[src/rtl/core/ustd_pkg.sv]
// Shared types, widths and constant divisors for the Unix-seconds to UTC date converter.
// Used by every module of the converter; depends on nothing.
package ustd_pkg;

    // Field widths.
    localparam int SECS_W  = 36;
    localparam int YEAR_W  = 13;
    localparam int MONTH_W = 4;
    localparam int MDAY_W  = 5;
    localparam int HOUR_W  = 5;
    localparam int MIN_W   = 6;
    localparam int SEC_W   = 6;
    localparam int IN_TDATA_W  = 40;
    localparam int OUT_TDATA_W = 40;

    // Internal widths.
    localparam int DAYS_W  = 20;    // whole days, at most 795364
    localparam int SOD_W   = 17;    // second of day
    localparam int SOH_W   = 12;    // second of hour
    localparam int C400_W  = 3;     // 400-year cycles, at most 5
    localparam int D400_W  = 18;    // day inside a 400-year cycle
    localparam int C4_W    = 7;     // 4-year cycles inside a 400-year cycle
    localparam int D4_W    = 11;    // day inside a 4-year cycle
    localparam int DY_W    = 9;     // day inside a 366-day slot

    // Seconds to days: (secs >> 7) / 675, reciprocal floor(2^29 / 675).
    localparam int DAY_SHIFT  = 7;
    localparam int DAY_HI_W   = SECS_W - DAY_SHIFT;
    localparam int DAY_DIV    = 675;
    localparam int DAY_RECIP  = 795364;
    localparam int DAY_K      = 29;

    // Second of day to hour, reciprocal floor(2^17 / 3600).
    localparam int HOUR_DIV   = 3600;
    localparam int HOUR_RECIP = 36;
    localparam int HOUR_K     = 17;

    // Second of hour to minute, reciprocal floor(2^12 / 60).
    localparam int MIN_DIV    = 60;
    localparam int MIN_RECIP  = 68;
    localparam int MIN_K      = 12;

    // Days to 400-year cycles, reciprocal floor(2^20 / 146097).
    localparam int C400_DIV   = 146097;
    localparam int C400_RECIP = 7;
    localparam int C400_K     = 20;

    // Day of 400-year cycle to 4-year cycles, reciprocal floor(2^18 / 1461).
    localparam int C4_DIV     = 1461;
    localparam int C4_RECIP   = 179;
    localparam int C4_K       = 18;

    // Points where a skipped century leap day is put back.
    localparam int CENT_SKIP0 = 32 * 1461 + 789;
    localparam int CENT_SKIP1 = 57 * 1461 + 789;
    localparam int CENT_SKIP2 = 82 * 1461 + 789;

    // Points where the missing February 29th of a common year is put back.
    localparam int FEB_SKIP0  = 59;
    localparam int FEB_SKIP1  = 425;
    localparam int FEB_SKIP2  = 1157;

    localparam int SLOT_LEN   = 366;
    localparam int BASE_YEAR  = 1970;
    localparam int CYCLE_YEARS = 400;

    // Pipeline depths.
    localparam int DAY_LAT  = 2;
    localparam int CLK_LAT  = 4;
    localparam int DATE_LAT = 8;
    localparam int PIPE_LAT = DAY_LAT + DATE_LAT;
    localparam int CLK_PAD  = DATE_LAT - CLK_LAT;

    typedef struct packed {
        logic [HOUR_W-1:0] hour;
        logic [MIN_W-1:0]  minute;
        logic [SEC_W-1:0]  second;
    } t_clock;

    typedef struct packed {
        logic [YEAR_W-1:0]  year;
        logic [MONTH_W-1:0] month;
        logic [MDAY_W-1:0]  day_of_month;
    } t_date;

    // First day of each month inside a leap year, counted from 0.
    function automatic logic [DY_W-1:0] month_start(input logic [MONTH_W-1:0] idx);
        logic [DY_W-1:0] v;
        case (idx)
            4'd0:    v = 9'd0;
            4'd1:    v = 9'd31;
            4'd2:    v = 9'd60;
            4'd3:    v = 9'd91;
            4'd4:    v = 9'd121;
            4'd5:    v = 9'd152;
            4'd6:    v = 9'd182;
            4'd7:    v = 9'd213;
            4'd8:    v = 9'd244;
            4'd9:    v = 9'd274;
            4'd10:   v = 9'd305;
            4'd11:   v = 9'd335;
            default: v = 9'd0;
        endcase
        return v;
    endfunction

endpackage

[src/rtl/core/ustd_day_split.sv]
// Two-stage split of a seconds count into whole days and the second of the day.
// Depends on ustd_pkg for widths and the reciprocal constants.
module ustd_day_split
    import ustd_pkg::*;
(
    input  logic              i_clk,
    input  logic              i_en,
    input  logic [SECS_W-1:0] i_secs,
    output logic [DAYS_W-1:0] o_days,
    output logic [SOD_W-1:0]  o_sod
);

    localparam int PROD_W = DAY_HI_W + DAYS_W;
    localparam int QM_W   = DAYS_W + 10;
    localparam int REM_W  = 11;

    logic [DAY_HI_W-1:0]  w_hi;
    logic [PROD_W-1:0]    w_prod;
    logic [DAYS_W-1:0]    n_q;
    logic [DAYS_W-1:0]    r_q;
    logic [DAY_HI_W-1:0]  r_hi;
    logic [DAY_SHIFT-1:0] r_lo;

    logic [QM_W-1:0]      w_qm;
    logic [DAY_HI_W-1:0]  w_diff;
    logic [REM_W-1:0]     w_rem;
    logic [DAYS_W-1:0]    n_days;
    logic [SOD_W-1:0]     n_sod;
    logic [DAYS_W-1:0]    r_days;
    logic [SOD_W-1:0]     r_sod;

    // Dividing by 86400 is a shift by 7 and a division by 675.
    assign w_hi   = i_secs[SECS_W-1:DAY_SHIFT];
    assign w_prod = PROD_W'(w_hi) * PROD_W'(DAY_RECIP);
    assign n_q    = w_prod[DAY_K +: DAYS_W];

    always_ff @(posedge i_clk) begin
        if (i_en) begin
            r_q  <= n_q;
            r_hi <= w_hi;
            r_lo <= i_secs[DAY_SHIFT-1:0];
        end
    end

    // The estimate is exact or one short; one compare fixes it.
    assign w_qm   = QM_W'(r_q) * QM_W'(DAY_DIV);
    assign w_diff = r_hi - w_qm[DAY_HI_W-1:0];
    assign w_rem  = w_diff[REM_W-1:0];

    always_comb begin
        if (w_rem >= REM_W'(DAY_DIV)) begin
            n_days = r_q + DAYS_W'(1);
            n_sod  = {10'(w_rem - REM_W'(DAY_DIV)), r_lo};
        end else begin
            n_days = r_q;
            n_sod  = {w_rem[9:0], r_lo};
        end
    end

    always_ff @(posedge i_clk) begin
        if (i_en) begin
            r_days <= n_days;
            r_sod  <= n_sod;
        end
    end

    assign o_days = r_days;
    assign o_sod  = r_sod;

endmodule

[src/rtl/core/ustd_clock_split.sv]
// Four-stage split of the second of the day into hour, minute and second.
// Depends on ustd_pkg for widths, divisors and the t_clock type.
module ustd_clock_split
    import ustd_pkg::*;
(
    input  logic             i_clk,
    input  logic             i_en,
    input  logic [SOD_W-1:0] i_sod,
    output t_clock           o_clock
);

    logic [22:0]         w_hprod;
    logic [SOD_W-1:0]    r_sod;
    logic [HOUR_W-1:0]   r_hour_e;

    logic [SOD_W-1:0]    w_hmul;
    logic [SOD_W-1:0]    w_hdiff;
    logic [HOUR_W-1:0]   n_hour;
    logic [SOH_W-1:0]    n_soh;
    logic [HOUR_W-1:0]   r_hour;
    logic [SOH_W-1:0]    r_soh;

    logic [17:0]         w_mprod;
    logic [HOUR_W-1:0]   r_hour2;
    logic [SOH_W-1:0]    r_soh2;
    logic [MIN_W-1:0]    r_min_e;

    logic [SOH_W-1:0]    w_mmul;
    logic [SOH_W-1:0]    w_mdiff;
    logic [MIN_W-1:0]    n_min;
    logic [SEC_W-1:0]    n_sec;
    t_clock              r_clock;

    assign w_hprod = 23'(i_sod) * 23'(HOUR_RECIP);

    always_ff @(posedge i_clk) begin
        if (i_en) begin
            r_sod    <= i_sod;
            r_hour_e <= w_hprod[HOUR_K +: HOUR_W];
        end
    end

    assign w_hmul  = SOD_W'(r_hour_e) * SOD_W'(HOUR_DIV);
    assign w_hdiff = r_sod - w_hmul;

    always_comb begin
        if (w_hdiff >= SOD_W'(HOUR_DIV)) begin
            n_hour = r_hour_e + HOUR_W'(1);
            n_soh  = SOH_W'(w_hdiff - SOD_W'(HOUR_DIV));
        end else begin
            n_hour = r_hour_e;
            n_soh  = w_hdiff[SOH_W-1:0];
        end
    end

    always_ff @(posedge i_clk) begin
        if (i_en) begin
            r_hour <= n_hour;
            r_soh  <= n_soh;
        end
    end

    assign w_mprod = 18'(r_soh) * 18'(MIN_RECIP);

    always_ff @(posedge i_clk) begin
        if (i_en) begin
            r_hour2 <= r_hour;
            r_soh2  <= r_soh;
            r_min_e <= w_mprod[MIN_K +: MIN_W];
        end
    end

    assign w_mmul  = SOH_W'(r_min_e) * SOH_W'(MIN_DIV);
    assign w_mdiff = r_soh2 - w_mmul;

    always_comb begin
        if (w_mdiff >= SOH_W'(MIN_DIV)) begin
            n_min = r_min_e + MIN_W'(1);
            n_sec = SEC_W'(w_mdiff - SOH_W'(MIN_DIV));
        end else begin
            n_min = r_min_e;
            n_sec = w_mdiff[SEC_W-1:0];
        end
    end

    always_ff @(posedge i_clk) begin
        if (i_en) begin
            r_clock.hour   <= r_hour2;
            r_clock.minute <= n_min;
            r_clock.second <= n_sec;
        end
    end

    assign o_clock = r_clock;

endmodule

[src/rtl/core/ustd_date_split.sv]
// Eight-stage conversion of a day count since 1970 into year, month and day of month.
// Depends on ustd_pkg for the cycle constants, the month table and the t_date type.
module ustd_date_split
    import ustd_pkg::*;
(
    input  logic              i_clk,
    input  logic              i_en,
    input  logic [DAYS_W-1:0] i_days,
    output t_date             o_date
);

    // Stage 1: estimate of the 400-year cycle.
    logic [22:0]          w_c400_prod;
    logic [DAYS_W-1:0]    r1_days;
    logic [C400_W-1:0]    r1_c400;

    // Stage 2: corrected cycle and day inside it.
    logic [DAYS_W-1:0]    w_c400_mul;
    logic [DAYS_W-1:0]    w_c400_diff;
    logic [C400_W-1:0]    n_c400;
    logic [D400_W-1:0]    n_d400;
    logic [C400_W-1:0]    r2_c400;
    logic [D400_W-1:0]    r2_d400;

    // Stage 3: skipped century leap days put back.
    logic [D400_W-1:0]    w_cent0;
    logic [D400_W-1:0]    w_cent1;
    logic [D400_W-1:0]    n_d400a;
    logic [C400_W-1:0]    r3_c400;
    logic [D400_W-1:0]    r3_d400;

    // Stage 4: estimate of the 4-year cycle.
    logic [24:0]          w_c4_prod;
    logic [C400_W-1:0]    r4_c400;
    logic [D400_W-1:0]    r4_d400;
    logic [C4_W-1:0]      r4_c4;

    // Stage 5: corrected 4-year cycle and day inside it.
    logic [D400_W-1:0]    w_c4_mul;
    logic [D400_W-1:0]    w_c4_diff;
    logic [C4_W-1:0]      n_c4;
    logic [D4_W-1:0]      n_d4;
    logic [C400_W-1:0]    r5_c400;
    logic [C4_W-1:0]      r5_c4;
    logic [D4_W-1:0]      r5_d4;

    // Stage 6: missing February 29ths put back.
    logic [D4_W-1:0]      w_feb0;
    logic [D4_W-1:0]      w_feb1;
    logic [D4_W-1:0]      n_d4a;
    logic [C400_W-1:0]    r6_c400;
    logic [C4_W-1:0]      r6_c4;
    logic [D4_W-1:0]      r6_d4;

    // Stage 7: year and day of year.
    logic [1:0]           w_slot;
    logic [D4_W-1:0]      w_slot_base;
    logic [YEAR_W-1:0]    n_year;
    logic [DY_W-1:0]      n_dy;
    logic [YEAR_W-1:0]    r7_year;
    logic [DY_W-1:0]      r7_dy;

    // Stage 8: month and day of month.
    logic [MONTH_W-1:0]   w_midx;
    logic [DY_W-1:0]      w_mday;
    t_date                r8_date;

    assign w_c400_prod = 23'(i_days) * 23'(C400_RECIP);

    always_ff @(posedge i_clk) begin
        if (i_en) begin
            r1_days <= i_days;
            r1_c400 <= w_c400_prod[C400_K +: C400_W];
        end
    end

    assign w_c400_mul  = DAYS_W'(r1_c400) * DAYS_W'(C400_DIV);
    assign w_c400_diff = r1_days - w_c400_mul;

    always_comb begin
        if (w_c400_diff >= DAYS_W'(C400_DIV)) begin
            n_c400 = r1_c400 + C400_W'(1);
            n_d400 = D400_W'(w_c400_diff - DAYS_W'(C400_DIV));
        end else begin
            n_c400 = r1_c400;
            n_d400 = w_c400_diff[D400_W-1:0];
        end
    end

    always_ff @(posedge i_clk) begin
        if (i_en) begin
            r2_c400 <= n_c400;
            r2_d400 <= n_d400;
        end
    end

    // Each insertion moves the day, so the next threshold sees the moved value.
    assign w_cent0 = r2_d400 + D400_W'(r2_d400 >= D400_W'(CENT_SKIP0));
    assign w_cent1 = w_cent0 + D400_W'(w_cent0 >= D400_W'(CENT_SKIP1));
    assign n_d400a = w_cent1 + D400_W'(w_cent1 >= D400_W'(CENT_SKIP2));

    always_ff @(posedge i_clk) begin
        if (i_en) begin
            r3_c400 <= r2_c400;
            r3_d400 <= n_d400a;
        end
    end

    assign w_c4_prod = 25'(r3_d400) * 25'(C4_RECIP);

    always_ff @(posedge i_clk) begin
        if (i_en) begin
            r4_c400 <= r3_c400;
            r4_d400 <= r3_d400;
            r4_c4   <= w_c4_prod[C4_K +: C4_W];
        end
    end

    assign w_c4_mul  = D400_W'(r4_c4) * D400_W'(C4_DIV);
    assign w_c4_diff = r4_d400 - w_c4_mul;

    always_comb begin
        if (w_c4_diff >= D400_W'(C4_DIV)) begin
            n_c4 = r4_c4 + C4_W'(1);
            n_d4 = D4_W'(w_c4_diff - D400_W'(C4_DIV));
        end else begin
            n_c4 = r4_c4;
            n_d4 = w_c4_diff[D4_W-1:0];
        end
    end

    always_ff @(posedge i_clk) begin
        if (i_en) begin
            r5_c400 <= r4_c400;
            r5_c4   <= n_c4;
            r5_d4   <= n_d4;
        end
    end

    assign w_feb0 = r5_d4 + D4_W'(r5_d4 >= D4_W'(FEB_SKIP0));
    assign w_feb1 = w_feb0 + D4_W'(w_feb0 >= D4_W'(FEB_SKIP1));
    assign n_d4a  = w_feb1 + D4_W'(w_feb1 >= D4_W'(FEB_SKIP2));

    always_ff @(posedge i_clk) begin
        if (i_en) begin
            r6_c400 <= r5_c400;
            r6_c4   <= r5_c4;
            r6_d4   <= n_d4a;
        end
    end

    always_comb begin
        if (r6_d4 >= D4_W'(3 * SLOT_LEN)) begin
            w_slot      = 2'd3;
            w_slot_base = D4_W'(3 * SLOT_LEN);
        end else if (r6_d4 >= D4_W'(2 * SLOT_LEN)) begin
            w_slot      = 2'd2;
            w_slot_base = D4_W'(2 * SLOT_LEN);
        end else if (r6_d4 >= D4_W'(SLOT_LEN)) begin
            w_slot      = 2'd1;
            w_slot_base = D4_W'(SLOT_LEN);
        end else begin
            w_slot      = 2'd0;
            w_slot_base = '0;
        end
        n_dy   = DY_W'(r6_d4 - w_slot_base);
        n_year = YEAR_W'(BASE_YEAR) + YEAR_W'(w_slot) + YEAR_W'({r6_c4, 2'b00})
               + YEAR_W'(r6_c400) * YEAR_W'(CYCLE_YEARS);
    end

    always_ff @(posedge i_clk) begin
        if (i_en) begin
            r7_year <= n_year;
            r7_dy   <= n_dy;
        end
    end

    // The month is the number of later month starts that the day has reached.
    always_comb begin
        w_midx = '0;
        for (int i = 1; i < 12; i++) begin
            if (r7_dy >= month_start(MONTH_W'(i))) begin
                w_midx = w_midx + MONTH_W'(1);
            end
        end
        w_mday = r7_dy - month_start(w_midx) + DY_W'(1);
    end

    always_ff @(posedge i_clk) begin
        if (i_en) begin
            r8_date.year         <= r7_year;
            r8_date.month        <= w_midx + MONTH_W'(1);
            r8_date.day_of_month <= w_mday[MDAY_W-1:0];
        end
    end

    assign o_date = r8_date;

endmodule

[src/rtl/core/unix_seconds_to_utc_date_core.sv]
// Top level of the Unix-seconds to UTC calendar date converter: stream ports and pipeline control.
// Depends on ustd_pkg, ustd_day_split, ustd_clock_split and ustd_date_split.
//
//  Channel   Direction  Carries                                   Width
//  s_axis    in         epoch_seconds                             40 (36 used)
//  m_axis    out        year, month, day_of_month, hour, min, sec 40 (39 used)
//
// Requests pass the day split and then the date split registers; a new request can enter each
// cycle while no result waits untaken on m_axis. The depth is set by the constant divisions,
// each an estimate stage with a multiplier followed by a correction stage.
// Reset clears only the valid bits of the pipeline. A result not taken on m_axis
// freezes the whole pipeline, and s_axis_tready drops until it is taken.
module unix_seconds_to_utc_date_core
    import ustd_pkg::*;
(
    input  logic                   i_clk,
    input  logic                   i_rst_n,
    input  logic                   i_s_axis_tvalid,
    output logic                   o_s_axis_tready,
    input  logic [IN_TDATA_W-1:0]  i_s_axis_tdata,   // epoch_seconds[35:0], zero pad
    output logic                   o_m_axis_tvalid,
    input  logic                   i_m_axis_tready,
    output logic [OUT_TDATA_W-1:0] o_m_axis_tdata    // year, month, day_of_month, hour,
                                                     // minute, second, zero pad
);

    logic                w_en;
    logic [PIPE_LAT-1:0] r_vld;
    logic [DAYS_W-1:0]   w_days;
    logic [SOD_W-1:0]    w_sod;
    t_clock              w_clock;
    t_clock              r_clk_dly [CLK_PAD];
    t_date               w_date;

    // The pipeline moves when the result register is empty or being taken.
    assign w_en            = !r_vld[PIPE_LAT-1] || i_m_axis_tready;
    assign o_s_axis_tready = w_en;
    assign o_m_axis_tvalid = r_vld[PIPE_LAT-1];

    always_ff @(posedge i_clk) begin
        if (!i_rst_n) begin
            r_vld <= '0;
        end else if (w_en) begin
            r_vld <= {r_vld[PIPE_LAT-2:0], i_s_axis_tvalid};
        end
    end

    ustd_day_split u_day_split (
        .i_clk  (i_clk),
        .i_en   (w_en),
        .i_secs (i_s_axis_tdata[SECS_W-1:0]),
        .o_days (w_days),
        .o_sod  (w_sod)
    );

    ustd_clock_split u_clock_split (
        .i_clk   (i_clk),
        .i_en    (w_en),
        .i_sod   (w_sod),
        .o_clock (w_clock)
    );

    ustd_date_split u_date_split (
        .i_clk  (i_clk),
        .i_en   (w_en),
        .i_days (w_days),
        .o_date (w_date)
    );

    // The time of day is ready earlier than the date; hold it back to line up.
    always_ff @(posedge i_clk) begin
        if (w_en) begin
            r_clk_dly[0] <= w_clock;
            for (int i = 1; i < CLK_PAD; i++) begin
                r_clk_dly[i] <= r_clk_dly[i-1];
            end
        end
    end

    assign o_m_axis_tdata = {
        1'b0,
        r_clk_dly[CLK_PAD-1].second,
        r_clk_dly[CLK_PAD-1].minute,
        r_clk_dly[CLK_PAD-1].hour,
        w_date.day_of_month,
        w_date.month,
        w_date.year
    };

    a_month_range: assert property (@(posedge i_clk) disable iff (!i_rst_n)
        o_m_axis_tvalid |-> (w_date.month >= MONTH_W'(1)) && (w_date.month <= MONTH_W'(12)))
        else $error("month out of range");

    a_mday_range: assert property (@(posedge i_clk) disable iff (!i_rst_n)
        o_m_axis_tvalid |-> w_date.day_of_month != '0)
        else $error("day of month is zero");

    a_clock_range: assert property (@(posedge i_clk) disable iff (!i_rst_n)
        o_m_axis_tvalid |-> (r_clk_dly[CLK_PAD-1].hour <= HOUR_W'(23))
                         && (r_clk_dly[CLK_PAD-1].minute <= MIN_W'(59))
                         && (r_clk_dly[CLK_PAD-1].second <= SEC_W'(59)))
        else $error("time of day out of range");

    a_year_floor: assert property (@(posedge i_clk) disable iff (!i_rst_n)
        o_m_axis_tvalid |-> w_date.year >= YEAR_W'(BASE_YEAR))
        else $error("year below epoch");

    a_reset_empty: assert property (@(posedge i_clk)
        !i_rst_n |=> !o_m_axis_tvalid)
        else $error("result valid right after reset");

endmodule

[config.mk]
export PLATFORM = sky130hd
export DESIGN_NAME = unix_seconds_to_utc_date_core
export DESIGN_NICKNAME = d
export VERILOG_FILES = /design/src/rtl/core/ustd_pkg.sv /design/src/rtl/core/ustd_day_split.sv /design/src/rtl/core/ustd_clock_split.sv /design/src/rtl/core/ustd_date_split.sv /design/src/rtl/core/unix_seconds_to_utc_date_core.sv
export SDC_FILE = /design/constraint.sdc
export NUM_CORES = 2
export LEC_CHECK = 0
export ABC_CLOCK_PERIOD_IN_PS = 13500
export BUFFER_PORTS_ARGS = -buffer_cell sky130_fd_sc_hd__buf_2
export CELL_PAD_IN_SITES_DETAIL_PLACEMENT = 0
export CELL_PAD_IN_SITES_GLOBAL_PLACEMENT = 1
export CORE_AREA = 2 2 191 381
export CTS_CLUSTER_DIAMETER = 150
export DETAILED_ROUTE_END_ITERATION = 16
export DIE_AREA = 0 0 193 383
export HOLD_SLACK_MARGIN = 0.1
export PLACE_DENSITY_LB_ADDON = 0.1
export SLEW_MARGIN = 20
export SYNTH_ARGS = -nofsm -noshare
export SYNTH_HDL_FRONTEND = slang
export SYNTH_HIERARCHICAL = 1
export SYNTH_SLANG_ARGS = --single-unit
[constraint.sdc]
create_clock -name i_clk -period 13.5 [get_ports i_clk]
set_input_delay 0.675 -clock i_clk [delete_from_list [all_inputs] [get_ports i_clk]]
set_output_delay 0.675 -clock i_clk [all_outputs]
set_load 0.1 [all_outputs]
; Word-level counts from Yosys, hierarchy flattened
; Memory sizes are Yosys's and may differ from the RTL's.
; Index checks and enable logic that the tools add are counted.
[word_totals]
register_bits = 343
ramBits = 68
rom_bits = 144
input_bits = 44
output_inout_bits = 42
mem_count = 2
[mem_list]
columns = name, depth, width, rd, rd_clocked_by_memory_dff, wr, line
row1 = (no name shown), 16, 9, 1, 0, 0, ustd_pkg.sv:89  ; case (idx)
row2 = r_clk_dly, 4, 17, 4, 0, 4, unix_seconds_to_utc_date_core.sv:32  ; t_clock r_clk_dly [CLK_PAD];
[op_classes]
n_addsub = 38
multipliers = 11
magnitude_cmp = 25
mux = 29
reduce_logical = 2
[op_table]
columns = cell, n
row1 = $add 18x1->18, 3
row2 = $mul 29x18->47 const B, 1
row3 = $add 4x1->4 const B, 10
row4 = $mux 4, 10
row5 = $ge 18x17->1 const B, 2
row6 = $ge 9x8->1 const B, 4
row7 = $add 11x1->11, 3
row8 = $ge 9x9->1 const B, 3
row9 = $mux 9, 3
row10 = $mul 18x8->25 const B, 1
row11 = $mul 20x3->23 const B, 1
row12 = $ge 11x10->1 const B, 2
row13 = $ge 11x11->1 const B, 2
row14 = $ge 11x9->1 const B, 2
row15 = $add 20x1->20 const B, 1
row16 = $ge 20x18->1 const B, 1
row17 = $mul 17x4->20 const B, 1
row18 = $mul 20x10->11 const B, 1
row19 = $mul 3x18->20 const B, 1
row20 = $mux 20, 1
row21 = $sub 20x20->20, 1
row22 = $ge 18x11->1 const B, 1
row23 = $ge 18x16->1 const B, 1
row24 = $ge 9x7->1 const B, 2
row25 = other kinds (41), 47

; Depth between registers and ports, before layout
; An unclocked memory read counts as a cell.
[depth]
word_depth = 25
ltp_mapped = 47
mapped_depth_nobuf = 46

; Modules after synthesis
; Netlist, hierarchy kept.
[by_module_without_submodules]
columns = mod, n_inst, cells_per_inst, area_per_inst_um2
row1 = ustd_date_split, 1, 1682, 17445.5
row2 = ustd_day_split, 1, 1055, 11723.7
row3 = ustd_clock_split, 1, 477, 5683.0
row4 = unix_seconds_to_utc_date_core, 1, 104, 2422.3

; Least setup slack after synthesis
; Ideal clock, no wire load.
[synth_timing]
path_kind = reg-to-reg
from = register u_date_split.r7_dy[8]
to = register u_date_split.r8_date (netlist bit u_date_split/o_date[4]), data pin
arrival_time_ps = 9140
required_ps = 13229
path_slack_ps = 4089
path_stages_with_launch = 45
period_less_slack_ps = 9411
path_cell_list = edfxtp_1 > buf_2 > or2_2 > a311o_1 > ha_1 > clkbuf_1 > xor2_4 > ha_1 > nand2_1 > nand2_1 > ha_1 > nor2_1 > a31oi_1 > ha_1 > nand2_1 > nand2b_1 > ha_1 > a211o_1 > (+9 left out) > ha_1 > nand2_1 > o21ai_0 > ha_1 > mux2i_1 > inv_1 > ha_1 > xnor3_1 > a22oi_1 > ha_1 > ha_1 > a21o_1 > a21oi_1 > xnor2_1 > nand3_1 > nor4_1 > a2111oi_1 > nand4b_1
[synth_via]
elab_chain_len = 25
[synth_lines]
columns = element, line
row1 = from (decl), ustd_date_split.sv:61  ; logic [DY_W-1:0] r7_dy;
row2 = from (signal assigned), ustd_date_split.sv:174  ; r7_dy <= n_dy;
row3 = $ge 9x5->1, ustd_date_split.sv:182  ; if (r7_dy >= month_start(MONTH_W'(i))) begin
row4 = $mux 1, ustd_date_split.sv:182
row5 = $add 1x1->2, ustd_date_split.sv:183  ; w_midx = w_midx + MONTH_W'(1);
row6 = $mux 4, ustd_date_split.sv:182
row7 = $add 4x1->4, ustd_date_split.sv:183
row8 = $mux 4, ustd_date_split.sv:182
row9 = $add 4x1->4, ustd_date_split.sv:183
row10 = $mux 4, ustd_date_split.sv:182
row11 = (+10 left out), --
row12 = $add 4x1->4, ustd_date_split.sv:183
row13 = $mux 4, ustd_date_split.sv:182
row14 = $add 4x1->4, ustd_date_split.sv:183
row15 = $mux 4 (*), ustd_date_split.sv:182
row16 = $mem_v2 16x9 (*), --
row17 = $sub 5x5->5 (*), ustd_date_split.sv:186  ; w_mday = r7_dy - month_start(w_midx) + DY_W'(1);
row18 = $add 5x1->5 (*), ustd_date_split.sv:186
row19 = net u_date_split.w_mday[4], ustd_date_split.sv:65  ; logic [DY_W-1:0] w_mday;
row20 = to (decl), ustd_date_split.sv:66  ; t_date r8_date;
; Mark *: on every way through the listed nets, which the timed path passes. The rest lies on a longest branch.
; A chain may end at the register's enable or synchronous reset.

; Worst setup path in the final report
; Ends and elaborated chain as after synthesis.

==> results.md <==
* Status: finished, final reports clean
* # setup viols final at 0
* Vias in the first global route at 23551
* Most common flop cell mapped by yosys: edfxtp_1
* Fraction of layout cells with a size suffix above 1 at 6.44%
* Drc violations at 0
* Slowest cell on crit path: edfxtp_1
* Crit path top cell by count: ha_1
* Commonest non-fill, non-tap cell in the layout: ha_1
* Ratio of final minimum period to clock period at 75.9%
* Starting Density at 52.3%
* Fmax at 97.6 MHz
* I/O Buffers at 80
* Gpl congestion at about 0.85
* Critical Path AT at around 11000 ps
* Type of the most critical hold path: in -> reg
* CP bufs+invs at 2
* Via Count at 23185
* Worst slew pin tran at 986 ps
* MaxCap Viol Count at 0
* Clk sink count at 411
* Total GRT Usage at 19.7%
* Post-CTS sizing at 0
* Register area share after synthesis at 32.8%
* YS warnings at 6
* Setup TNS at 0 ps
* Post-synthesis register bit count at approximately 410
* Total gr overflow at 0
* Die W at between 150 and 200 um
* Mapped Cells at between 3000 and 4000
* Netlist cell types at around 120
* Drt total wl at 69300 um
* CP Launch Type: flip-flop
* Core Area at 0.0713 mm2
* CTS Buf Count at 40
* Post-route ant nets at 0
* Mean Syn Cell Area at between 10 and 15 um2
* RSZ-0062 raised after global routing: false
* DR WL/cell at 15.9 um
* Die Y-Extent at 383 um
* Post-synth EDFFs at 401
* Final Hold Fails at 0
* Cts hold-fix bufs at 0
* Nets at about 4300
* Clk pin slew, worst setup/hold paths at roughly 60 ps
* Crit. End Element: flip-flop
* Top Family by Delay on Critical Path: adder cells
* Max_slew headroom at 34.3%
* DR pass1 iterations at 5
* Post-synth ARST share at 0%
* Net Count, Synth at 4239
* Vias per cell at 5.33
* Slew Viols, Final at 0
* Iteration-0 DRC Markers at 989
* Setup CP Type: reg -> reg
* Filler cell count at 6239
* H-tree lvl count at 2
* Clock Tree Root: clkbuf_16
* Post-CTS Setup Bufs at 0
* Cell Area, Synth at 0.0373 mm2
* DP Wirelength at 54900 um
* Max stage delay on crit path at ~600 ps
* Tmin final at 10240 ps
* Critical path data required time at 13810 ps
* First-pass GRT wire length at 117000 um
* CP Max Fanout at 14
* Initial antenna violation count at 0
* Area delta synth->final at 7.28%
* Clk_lat worst skew at between 500 and 600 ps
* I/O pin cnt at 86
* Largest net degree at the start of global routing at about 160
* Most frequent cells in the layout: ha_1, inv_1, edfxtp_1, fa_1, xnor2_1
* CTS tree: built
* Inserted Diodes at 0
* Row count at 139
* Skew final at between 15 and 20 ps
* DIE AREA at roughly 0.074 mm2
* CTS Buffer Depth at 3
## synthesized netlist by cell type, types with 5 or more instances
master | n | share of area (%)
a211o_1 | 8 | 0.19
a211oi_1 | 20 | 0.40
a21boi_0 | 11 | 0.22
a21boi_1 | 6 | 0.12
a21o_1 | 61 | 1.2
a21oi_1 | 120 | 1.6
a21oi_2 | 6 | 0.14
a31oi_1 | 25 | 0.42
a41o_1 | 6 | 0.16
and2_1 | 17 | 0.29
and3_1 | 35 | 0.59
and4_1 | 5 | 0.12
buf_2 | 15 | 0.20
buf_6 | 6 | 0.18
clkbuf_1 | 18 | 0.18
dfxtp_1 | 10 | 0.54
edfxtp_1 | 401 | 32
fa_1 | 278 | 15
ha_1 | 599 | 20
inv_1 | 583 | 5.9
mux2_2 | 5 | 0.15
mux2i_1 | 16 | 0.43
nand2_1 | 124 | 1.2
nand2b_1 | 30 | 0.50
nand3_1 | 62 | 0.83
nand4_1 | 20 | 0.34
nor2_1 | 111 | 1.1
nor2b_1 | 28 | 0.47
nor3_1 | 52 | 0.70
nor3b_1 | 9 | 0.18
nor4_1 | 16 | 0.27
o2111ai_1 | 6 | 0.14
o211ai_1 | 16 | 0.32
o21a_1 | 21 | 0.42
o21ai_0 | 80 | 1.1
o21ai_1 | 18 | 0.24
o21bai_1 | 16 | 0.32
o22ai_1 | 8 | 0.13
o31ai_1 | 9 | 0.18
or2_2 | 8 | 0.13
or3_1 | 14 | 0.23
xnor2_1 | 178 | 4.2
xor2_1 | 105 | 2.5
## metal layers
metal,part of all wire (%),GRT usage (%)
met4,2.3,5.29
met5,0,0
met3,2.4,1.72
met2,49,33.5
met1,47,26.9
## logic make-up after synthesis
logic type,Yosys count,share of synthesized area (%)
other cells,1,0.0101
mux,22,0.611
xor+xnor,293,7.22
buf+inv,627,6.52
fa+ha+maj,879,35.1
flops,411,32.8
compound gates,522,9.89
simple gates,563,7.81
## state kept, by name, indices dropped and copies added (netlist names), 12 cells and up
register               count
r_clk_dly                 68
u_clock_split/o_clock     17
u_clock_split/r_sod       17
u_clock_split/r_soh       12
u_clock_split/r_soh2      12
u_date_split/o_date       22
u_date_split/r1_days      20
u_date_split/r2_d400      18
u_date_split/r3_d400      18
u_date_split/r4_d400      18
u_date_split/r7_year      13
u_day_split/o_days        20
u_day_split/o_sod         17
u_day_split/r_q           20
## final timing paths
check	start	end	slack, ps	depth (start not counted)
worst max-delay path	u_date_split/r7_dy[8]	u_date_split/o_date[4]	3260	42
worst min-delay path	i_s_axis_tdata[4]	u_day_split/r_lo[4]	270	1
worst max register to register	u_date_split/r7_dy[8]	u_date_split/o_date[4]	3260	42
worst min register to register	r_clk_dly[1][3]	r_clk_dly[2][3]	410	0
## layout make-up
class	instances	area, um2	area share, %
Clock buffer	43	1010	2.53
Clock inverter	27	337	0.842
Inverter	584	2190	5.48
Multi-Input combinational cell	2280	22600	56.5
Sequential cell	411	12200	30.6
Tap cell	916	1150	2.87
Timing Repair Buffer	86	458	1.15
## through the flow
step,util (%),hold WS (ps),cells,area [um2],setup WS (ps)
2_1_floorplan,-,400,3318,37300,4090
3_3_place_gp,54.2,401,4277,38600,3460
3_5_place_dp,54.2,405,4277,38600,3310
4_1_cts,56.1,221,4347,40000,3280
5_1_grt,56.1,236,4347,40000,2570
6_report,56.1,269,4347,40000,3260
Power is not shown: default switching activity piles up to over one toggle a cycle in this logic, so the estimate is an artifact.
